**src/hdl/c8alu_pkg.sv**
```systemverilog
// ----------------------------------------------------------------------------
// c8alu_pkg
// Shared operation codes and the records that pass between the ALU stages.
// ----------------------------------------------------------------------------
package c8alu_pkg;

  localparam int unsigned OpWidth   = 5;
  localparam int unsigned DataWidth = 8;

  typedef enum logic [OpWidth-1:0] {
    OP_ADD = 5'd0,
    OP_ADC = 5'd1,
    OP_SUB = 5'd2,
    OP_SBB = 5'd3,
    OP_ANA = 5'd4,
    OP_XRA = 5'd5,
    OP_ORA = 5'd6,
    OP_CMP = 5'd7,
    OP_INR = 5'd8,
    OP_DCR = 5'd9,
    OP_RLC = 5'd10,
    OP_RRC = 5'd11,
    OP_RAL = 5'd12,
    OP_RAR = 5'd13,
    OP_CMA = 5'd14,
    OP_STC = 5'd15,
    OP_CMC = 5'd16
  } alu_op_t;

  typedef struct packed {
    logic [OpWidth-1:0]   op;
    logic [DataWidth-1:0] a;
    logic [DataWidth-1:0] b;
    logic                 cy;
    logic                 s;
    logic                 z;
    logic                 p;
    logic                 ac;
  } alu_req_t;

  typedef struct packed {
    logic [DataWidth-1:0] res;
    logic                 wr;
    logic                 szp;
    logic                 cy;
    logic                 ac;
    logic                 s;
    logic                 z;
    logic                 p;
  } alu_exe_t;

endpackage

```
**src/hdl/c8alu_exec.sv**
```systemverilog
// ----------------------------------------------------------------------------
// c8alu_exec
// Computes the result byte, carry, auxiliary carry and write mark of one item.
// ----------------------------------------------------------------------------
module c8alu_exec
  import c8alu_pkg::*;
(
  input  alu_req_t req,
  output alu_exe_t exe
);

  logic                 is_sub;
  logic                 cin;
  logic [DataWidth-1:0] bx;
  logic [DataWidth:0]   sum;
  logic [4:0]           nib;

  always_comb begin
    is_sub = (req.op == OP_SUB) || (req.op == OP_SBB) || (req.op == OP_CMP);
    bx     = is_sub ? ~req.b : req.b;
    if (req.op == OP_ADC) begin
      cin = req.cy;
    end else if (req.op == OP_SBB) begin
      cin = ~req.cy;
    end else begin
      cin = is_sub;
    end
    sum = {1'b0, req.a} + {1'b0, bx} + {{DataWidth{1'b0}}, cin};
    nib = {1'b0, req.a[3:0]} + {1'b0, bx[3:0]} + {4'd0, cin};
  end

  always_comb begin
    exe.res = req.a;
    exe.wr  = 1'b0;
    exe.szp = 1'b0;
    exe.cy  = req.cy;
    exe.ac  = req.ac;
    exe.s   = req.s;
    exe.z   = req.z;
    exe.p   = req.p;
    unique case (req.op)
      OP_ADD, OP_ADC, OP_SUB, OP_SBB, OP_CMP: begin
        exe.res = sum[DataWidth-1:0];
        exe.cy  = sum[DataWidth] ^ is_sub;
        exe.ac  = nib[4];
        exe.wr  = (req.op != OP_CMP);
        exe.szp = 1'b1;
      end
      OP_ANA: begin
        exe.res = req.a & req.b;
        exe.cy  = 1'b0;
        exe.ac  = req.a[3] | req.b[3];
        exe.wr  = 1'b1;
        exe.szp = 1'b1;
      end
      OP_XRA: begin
        exe.res = req.a ^ req.b;
        exe.cy  = 1'b0;
        exe.ac  = 1'b0;
        exe.wr  = 1'b1;
        exe.szp = 1'b1;
      end
      OP_ORA: begin
        exe.res = req.a | req.b;
        exe.cy  = 1'b0;
        exe.ac  = 1'b0;
        exe.wr  = 1'b1;
        exe.szp = 1'b1;
      end
      OP_INR: begin
        exe.res = req.a + 8'd1;
        exe.ac  = (req.a[3:0] == 4'hF);
        exe.wr  = 1'b1;
        exe.szp = 1'b1;
      end
      OP_DCR: begin
        exe.res = req.a - 8'd1;
        exe.ac  = (req.a[3:0] != 4'h0);
        exe.wr  = 1'b1;
        exe.szp = 1'b1;
      end
      OP_RLC: begin
        exe.res = {req.a[6:0], req.a[7]};
        exe.cy  = req.a[7];
        exe.wr  = 1'b1;
      end
      OP_RRC: begin
        exe.res = {req.a[0], req.a[7:1]};
        exe.cy  = req.a[0];
        exe.wr  = 1'b1;
      end
      OP_RAL: begin
        exe.res = {req.a[6:0], req.cy};
        exe.cy  = req.a[7];
        exe.wr  = 1'b1;
      end
      OP_RAR: begin
        exe.res = {req.cy, req.a[7:1]};
        exe.cy  = req.a[0];
        exe.wr  = 1'b1;
      end
      OP_CMA: begin
        exe.res = ~req.a;
        exe.wr  = 1'b1;
      end
      OP_STC: begin
        exe.cy = 1'b1;
      end
      OP_CMC: begin
        exe.cy = ~req.cy;
      end
      default: begin
        exe.res = req.a;
      end
    endcase
  end

endmodule

```
**src/hdl/cpu8_alu_with_flags.sv**
```systemverilog
// ----------------------------------------------------------------------------
// cpu8_alu_with_flags
// An accepted item moves through the input, execute and flag/output stages.
// Throughput is one item per cycle while out_stall is low.
// Each stage advances when the stage after it is empty or moving on.
// Synchronous active-low reset empties all stages; payload is not reset.
// ----------------------------------------------------------------------------
module cpu8_alu_with_flags
  import c8alu_pkg::*;
(
  input  logic                 clk,
  input  logic                 rst_n,
  input  logic                 in_valid,
  output logic                 in_stall,
  input  logic [OpWidth-1:0]   in_req_type,
  input  logic [DataWidth-1:0] in_first_operand,
  input  logic [DataWidth-1:0] in_second_operand,
  input  logic                 in_carry_in,
  input  logic                 in_sign_in,
  input  logic                 in_zero_in,
  input  logic                 in_parity_in,
  input  logic                 in_aux_in,
  output logic                 out_valid,
  input  logic                 out_stall,
  output logic [DataWidth-1:0] out_result,
  output logic                 out_writes_result,
  output logic                 out_sign_out,
  output logic                 out_zero_out,
  output logic                 out_parity_out,
  output logic                 out_carry_out,
  output logic                 out_aux_out
);

  alu_req_t             req_r;
  alu_exe_t             exe_r;
  alu_exe_t             exe_nxt;
  logic                 v1_r;
  logic                 v2_r;
  logic                 v3_r;
  logic                 adv1;
  logic                 adv2;
  logic                 adv3;
  logic [DataWidth-1:0] res_r;
  logic                 wr_r;
  logic                 s_r;
  logic                 z_r;
  logic                 p_r;
  logic                 cy_r;
  logic                 ac_r;

  assign adv3     = !v3_r || !out_stall;
  assign adv2     = !v2_r || adv3;
  assign adv1     = !v1_r || adv2;
  assign in_stall = !adv1;

  c8alu_exec u_exec (
    .req (req_r),
    .exe (exe_nxt)
  );

  always_ff @(posedge clk) begin
    if (!rst_n) begin
      v1_r <= 1'b0;
      v2_r <= 1'b0;
      v3_r <= 1'b0;
    end else begin
      if (adv1) begin
        v1_r <= in_valid;
      end
      if (adv2) begin
        v2_r <= v1_r;
      end
      if (adv3) begin
        v3_r <= v2_r;
      end
    end
  end

  always_ff @(posedge clk) begin
    if (adv1) begin
      req_r.op <= in_req_type;
      req_r.a  <= in_first_operand;
      req_r.b  <= in_second_operand;
      req_r.cy <= in_carry_in;
      req_r.s  <= in_sign_in;
      req_r.z  <= in_zero_in;
      req_r.p  <= in_parity_in;
      req_r.ac <= in_aux_in;
    end
    if (adv2) begin
      exe_r <= exe_nxt;
    end
    if (adv3) begin
      res_r <= exe_r.res;
      wr_r  <= exe_r.wr;
      cy_r  <= exe_r.cy;
      ac_r  <= exe_r.ac;
      s_r   <= exe_r.szp ? exe_r.res[DataWidth-1] : exe_r.s;
      z_r   <= exe_r.szp ? (exe_r.res == '0) : exe_r.z;
      p_r   <= exe_r.szp ? ~(^exe_r.res) : exe_r.p;
    end
  end

  assign out_valid         = v3_r;
  assign out_result        = res_r;
  assign out_writes_result = wr_r;
  assign out_sign_out      = s_r;
  assign out_zero_out      = z_r;
  assign out_parity_out    = p_r;
  assign out_carry_out     = cy_r;
  assign out_aux_out       = ac_r;

`ifndef SYNTHESIS
  // An empty output stage means the whole pipeline can move.
  a_empty_out_accepts: assert property (@(posedge clk) disable iff (!rst_n)
    !out_valid |-> !in_stall)
    else $error("input stalled while output stage is empty");

  // A full pipeline behind a stalled output must hold off new items.
  a_full_stalls: assert property (@(posedge clk) disable iff (!rst_n)
    (v1_r && v2_r && v3_r && out_stall) |-> in_stall)
    else $error("item accepted into a full stalled pipeline");

  // Reset leaves no item in the output stage.
  a_reset_empty: assert property (@(posedge clk)
    !rst_n |=> !out_valid)
    else $error("output valid after reset");

  // An item in the execute stage reaches the output when it advances.
  a_exec_moves: assert property (@(posedge clk) disable iff (!rst_n)
    (v2_r && adv3) |=> out_valid)
    else $error("item lost between execute and output stages");
`endif

endmodule

```
**config.mk**
```make
export PLATFORM = sky130hd
export DESIGN_NAME = cpu8_alu_with_flags
export DESIGN_NICKNAME = d
export VERILOG_FILES = /design/src/hdl/c8alu_pkg.sv /design/src/hdl/c8alu_exec.sv /design/src/hdl/cpu8_alu_with_flags.sv
export SDC_FILE = /design/constraint.sdc
export NUM_CORES = 1
export LEC_CHECK = 0
export BUFFER_PORTS_ARGS = -buffer_cell sky130_fd_sc_hd__buf_4
export CAP_MARGIN = 10
export CORE_MARGIN = 3
export CORE_UTILIZATION = 59
export DETAILED_ROUTE_END_ITERATION = 8
export MAX_ROUTING_LAYER = met4
export PLACE_DENSITY_LB_ADDON = 0.12
export REMOVE_ABC_BUFFERS = 1
export SLEW_MARGIN = 0
export SYNTH_ARGS = -nofsm -noshare
export SYNTH_HDL_FRONTEND = slang
export SYNTH_SLANG_ARGS = --single-unit
export TNS_END_PERCENT = 50
```
**constraint.sdc**
```tcl
create_clock -name clk -period 4.2 [get_ports clk]
set_clock_uncertainty 0.15 [all_clocks]
set_input_delay 0.42 -clock clk [delete_from_list [all_inputs] [get_ports clk]]
set_output_delay 0.42 -clock clk [all_outputs]
set_load 0.02 [all_outputs]
```
==> results.json <==
{
  "fin_ws_ns": 0.283,
  "synth_cell_types": 66,
  "antennaDiodeCount": 0,
  "cts_sinks": 58,
  "crit_fanout": 10,
  "regToRegEndpoint": "exe_r[13]",
  "grt-ovfl-total": 0,
  "layout_common_cells": "edfxtp_1 (55), buf_4 (55), ha_1 (33)",
  "final.min_clock_period_ns": 3.92,
  "core-area_sq_um": 6060,
  "dieArea_sq_um": 7400,
  "vias": 2934,
  "ir_drop_uv": 257,
  "ys_warn_count": 0,
  "die_w_um": 86,
  "rsz0062_at_grt": "no",
  "cts_resized": 0,
  "drtAntennaViolNets": 0,
  "worstHoldPathCells": 1,
  "ys.flop_type": "edfxtp_1",
  "dr.pass1.iters": 7,
  "wirelength_um": 8740,
  "worstSetupPathType": "reg2reg",
  "power.density_nw_per_um2": 389,
  "grt_pass1_vias": 2800,
  "wl_per_cell_um": 18.6,
  "antenna_found_initial": 0,
  "synthCells": 337,
  "cp_data_arrival_time_ns": 3.81,
  "min_from": "in_second_operand[0]",
  "critPathLaunchType": "flop",
  "grt_max_degree": 28,
  "status": "finished, final reports clean",
  "htreeDepth": 3,
  "synthToLayoutAreaGrowth_pct": 18.3,
  "yosysSeqAreaShare": 0.453,
  "layout_worst_path_cycle_share": 0.933,
  "relSlewSlack": 0.523,
  "cts_hold_buf": 0,
  "port_buffers": 45,
  "maxCapViolations": 0,
  "cts_root_buf": "clkbuf_8",
  "tightestPinTransition_ns": 0.714,
  "synth.ff_latch_count": 58,
  "finalHoldViolCount": 0,
  "cts_tree": "yes",
  "place_ws_ns": 0.377,
  "fp-row-count": 28,
  "drt-initial-drc-count": 349,
  "fp.dieH_um": 86,
  "grt_util_all_layers": 0.254,
  "gp_congestion": 1.00,
  "tns_ns": 0,
  "fmax_mhz": 255,
  "clock_latency_ns": 0.34,
  "post_cts_buffers": 0,
  "r2r-start": "req_r[25]",
  "worst_setup_path_end_kind": "flop",
  "io_pins": 46,
  "via_per_inst": 6.26,
  "drc": 0,
  "path_clk_slew_ns": 0.07,
  "holdCritPathClass": "in2reg",
  "syn_area_sq_um": 3780,
  "synthArstFlopShare": 0,
  "cts_buffers": 9,
  "holdPathEnd": "req_r[5]",
  "grt_pass1_wl_um": 13900,
  "start_util": 0.623,
  "drive_gt1_frac": 0.226,
  "avgSynthCellArea_sq_um": 11.2,
  "worstPathRequired_ns": 4.10,
  "final_nets": 455,
  "utilization": 0.737,
  "finalPower_mw": 1.74,
  "setup_violations": 0,
  "rrSetupSlack_ns": 0.28,
  "r2r_cells": 12,
  "synth-edff-count": 55,
  "power_leakage_nw": 1.91,
  "drv_slew": 0,
  "place_hpwl_um": 6240,
  "cts.path.max_buffers": 2
}
==> stage by stage <==
stage	hold slack (ns)	area (sq um)	cells
2_1_floorplan	0.250	3690	323
4_1_cts	0.0986	4470	469
3_3_place_gp	0.252	4200	453
5_1_grt	0.0891	4470	469
6_report	0.103	4470	469
3_5_place_dp	0.262	4200	453
==> routing by layer <==
metal  vias to the layer above  track usage  routed length [um]
met5                         -            -                   0
li1                       1378            -                   -
met1                      1386        0.318                3590
met3                        17       0.0528                 840
met2                       153        0.408                4140
met4                         0       0.0950                 166
==> how the worst max path moves through the flow <==
stage / start / end / slack [ns]
3_3_place_gp: req_r[25] / exe_r[13] / 0.46
5_1_grt: req_r[25] / exe_r[13] / 0.0003
6_report: req_r[25] / exe_r[13] / 0.28
4_1_cts: req_r[25] / exe_r[13] / 0.33
3_5_place_dp: req_r[24] / exe_r[13] / 0.38
2_1_floorplan: req_r[21] / exe_r[13] / 0.36
==> worst max-delay path: stages (launching register included) <==
cell and delay (ns):
edfxtp_1 0.38, nor2_1 0.17, a21boi_2 0.52, nand2_2 0.31, xnor2_1 0.22, fa_1 0.48, fa_1 0.43, a21o_1 0.22
a211oi_1 0.28, o21bai_1 0.13, xor2_1 0.15, nand2_1 0.08, a32oi_1 0.10
==> registers in the layout (all words and copies together), names as in the netlist <==
| name | flops |
|---|---|
| req_r | 26 |
| exe_r | 15 |
| out_result | 8 |
| out_aux_out | 1 |
| out_carry_out | 1 |
| out_parity_out | 1 |
| out_sign_out | 1 |
| out_valid | 1 |
| out_writes_result | 1 |
| out_zero_out | 1 |
| v1_r | 1 |
| v2_r | 1 |
==> power by group <==
part | switching, mW | internal [mW]
combinational | 0.175 | 0.152
clock | 0.231 | 0.454
sequential | 0.0347 | 0.691
==> cell families after synthesis <==
| family | after synthesis | synth area share |
|---|---|---|
| multiplexers | 6 | 0.0166 |
| flip-flops | 58 | 0.453 |
| XOR/XNOR | 19 | 0.0461 |
| AO/OA/AOI/OAI | 88 | 0.173 |
| adder cells (fa/ha/maj) | 36 | 0.125 |
| AND/OR/NAND/NOR | 86 | 0.134 |
| buffers and inverters | 44 | 0.0514 |
==> cells in the mapped netlist, types with 3 or more instances <==
master	instances	area, sq um
clkbuf_1	4	15.0
nand2b_1	7	43.8
xnor2_1	14	123
o211ai_1	4	30.0
o21bai_1	5	37.5
a31oi_1	4	25.0
a21oi_1	16	80.1
inv_1	30	113
nand3_1	8	40.0
nor2_1	14	52.6
nor3_1	7	35.0
o21ai_0	9	45.0
buf_2	5	25.0
dfxtp_1	3	60.1
xor2_1	4	35.0
nand4_1	4	25.0
edfxtp_1	55	1650
mux2i_1	4	40.0
ha_1	33	413
a32oi_1	3	26.3
a222oi_1	3	30.0
buf_4	4	30.0
fa_1	3	60.1
nand2_1	20	75.1
a221oi_1	10	87.6
a21o_1	7	52.6
==> area by class of cell <==
class                           count  area [sq um]
Multi-Input combinational cell    235          1870
Sequential cell                    58          1710
Fill cell                         441          1590
Timing Repair Buffer               55           413
Clock inverter                      7           141
Clock buffer                        9           124
Inverter                           30           113
Tap cell                           75          93.8
(Power assumes the default switching activity.)
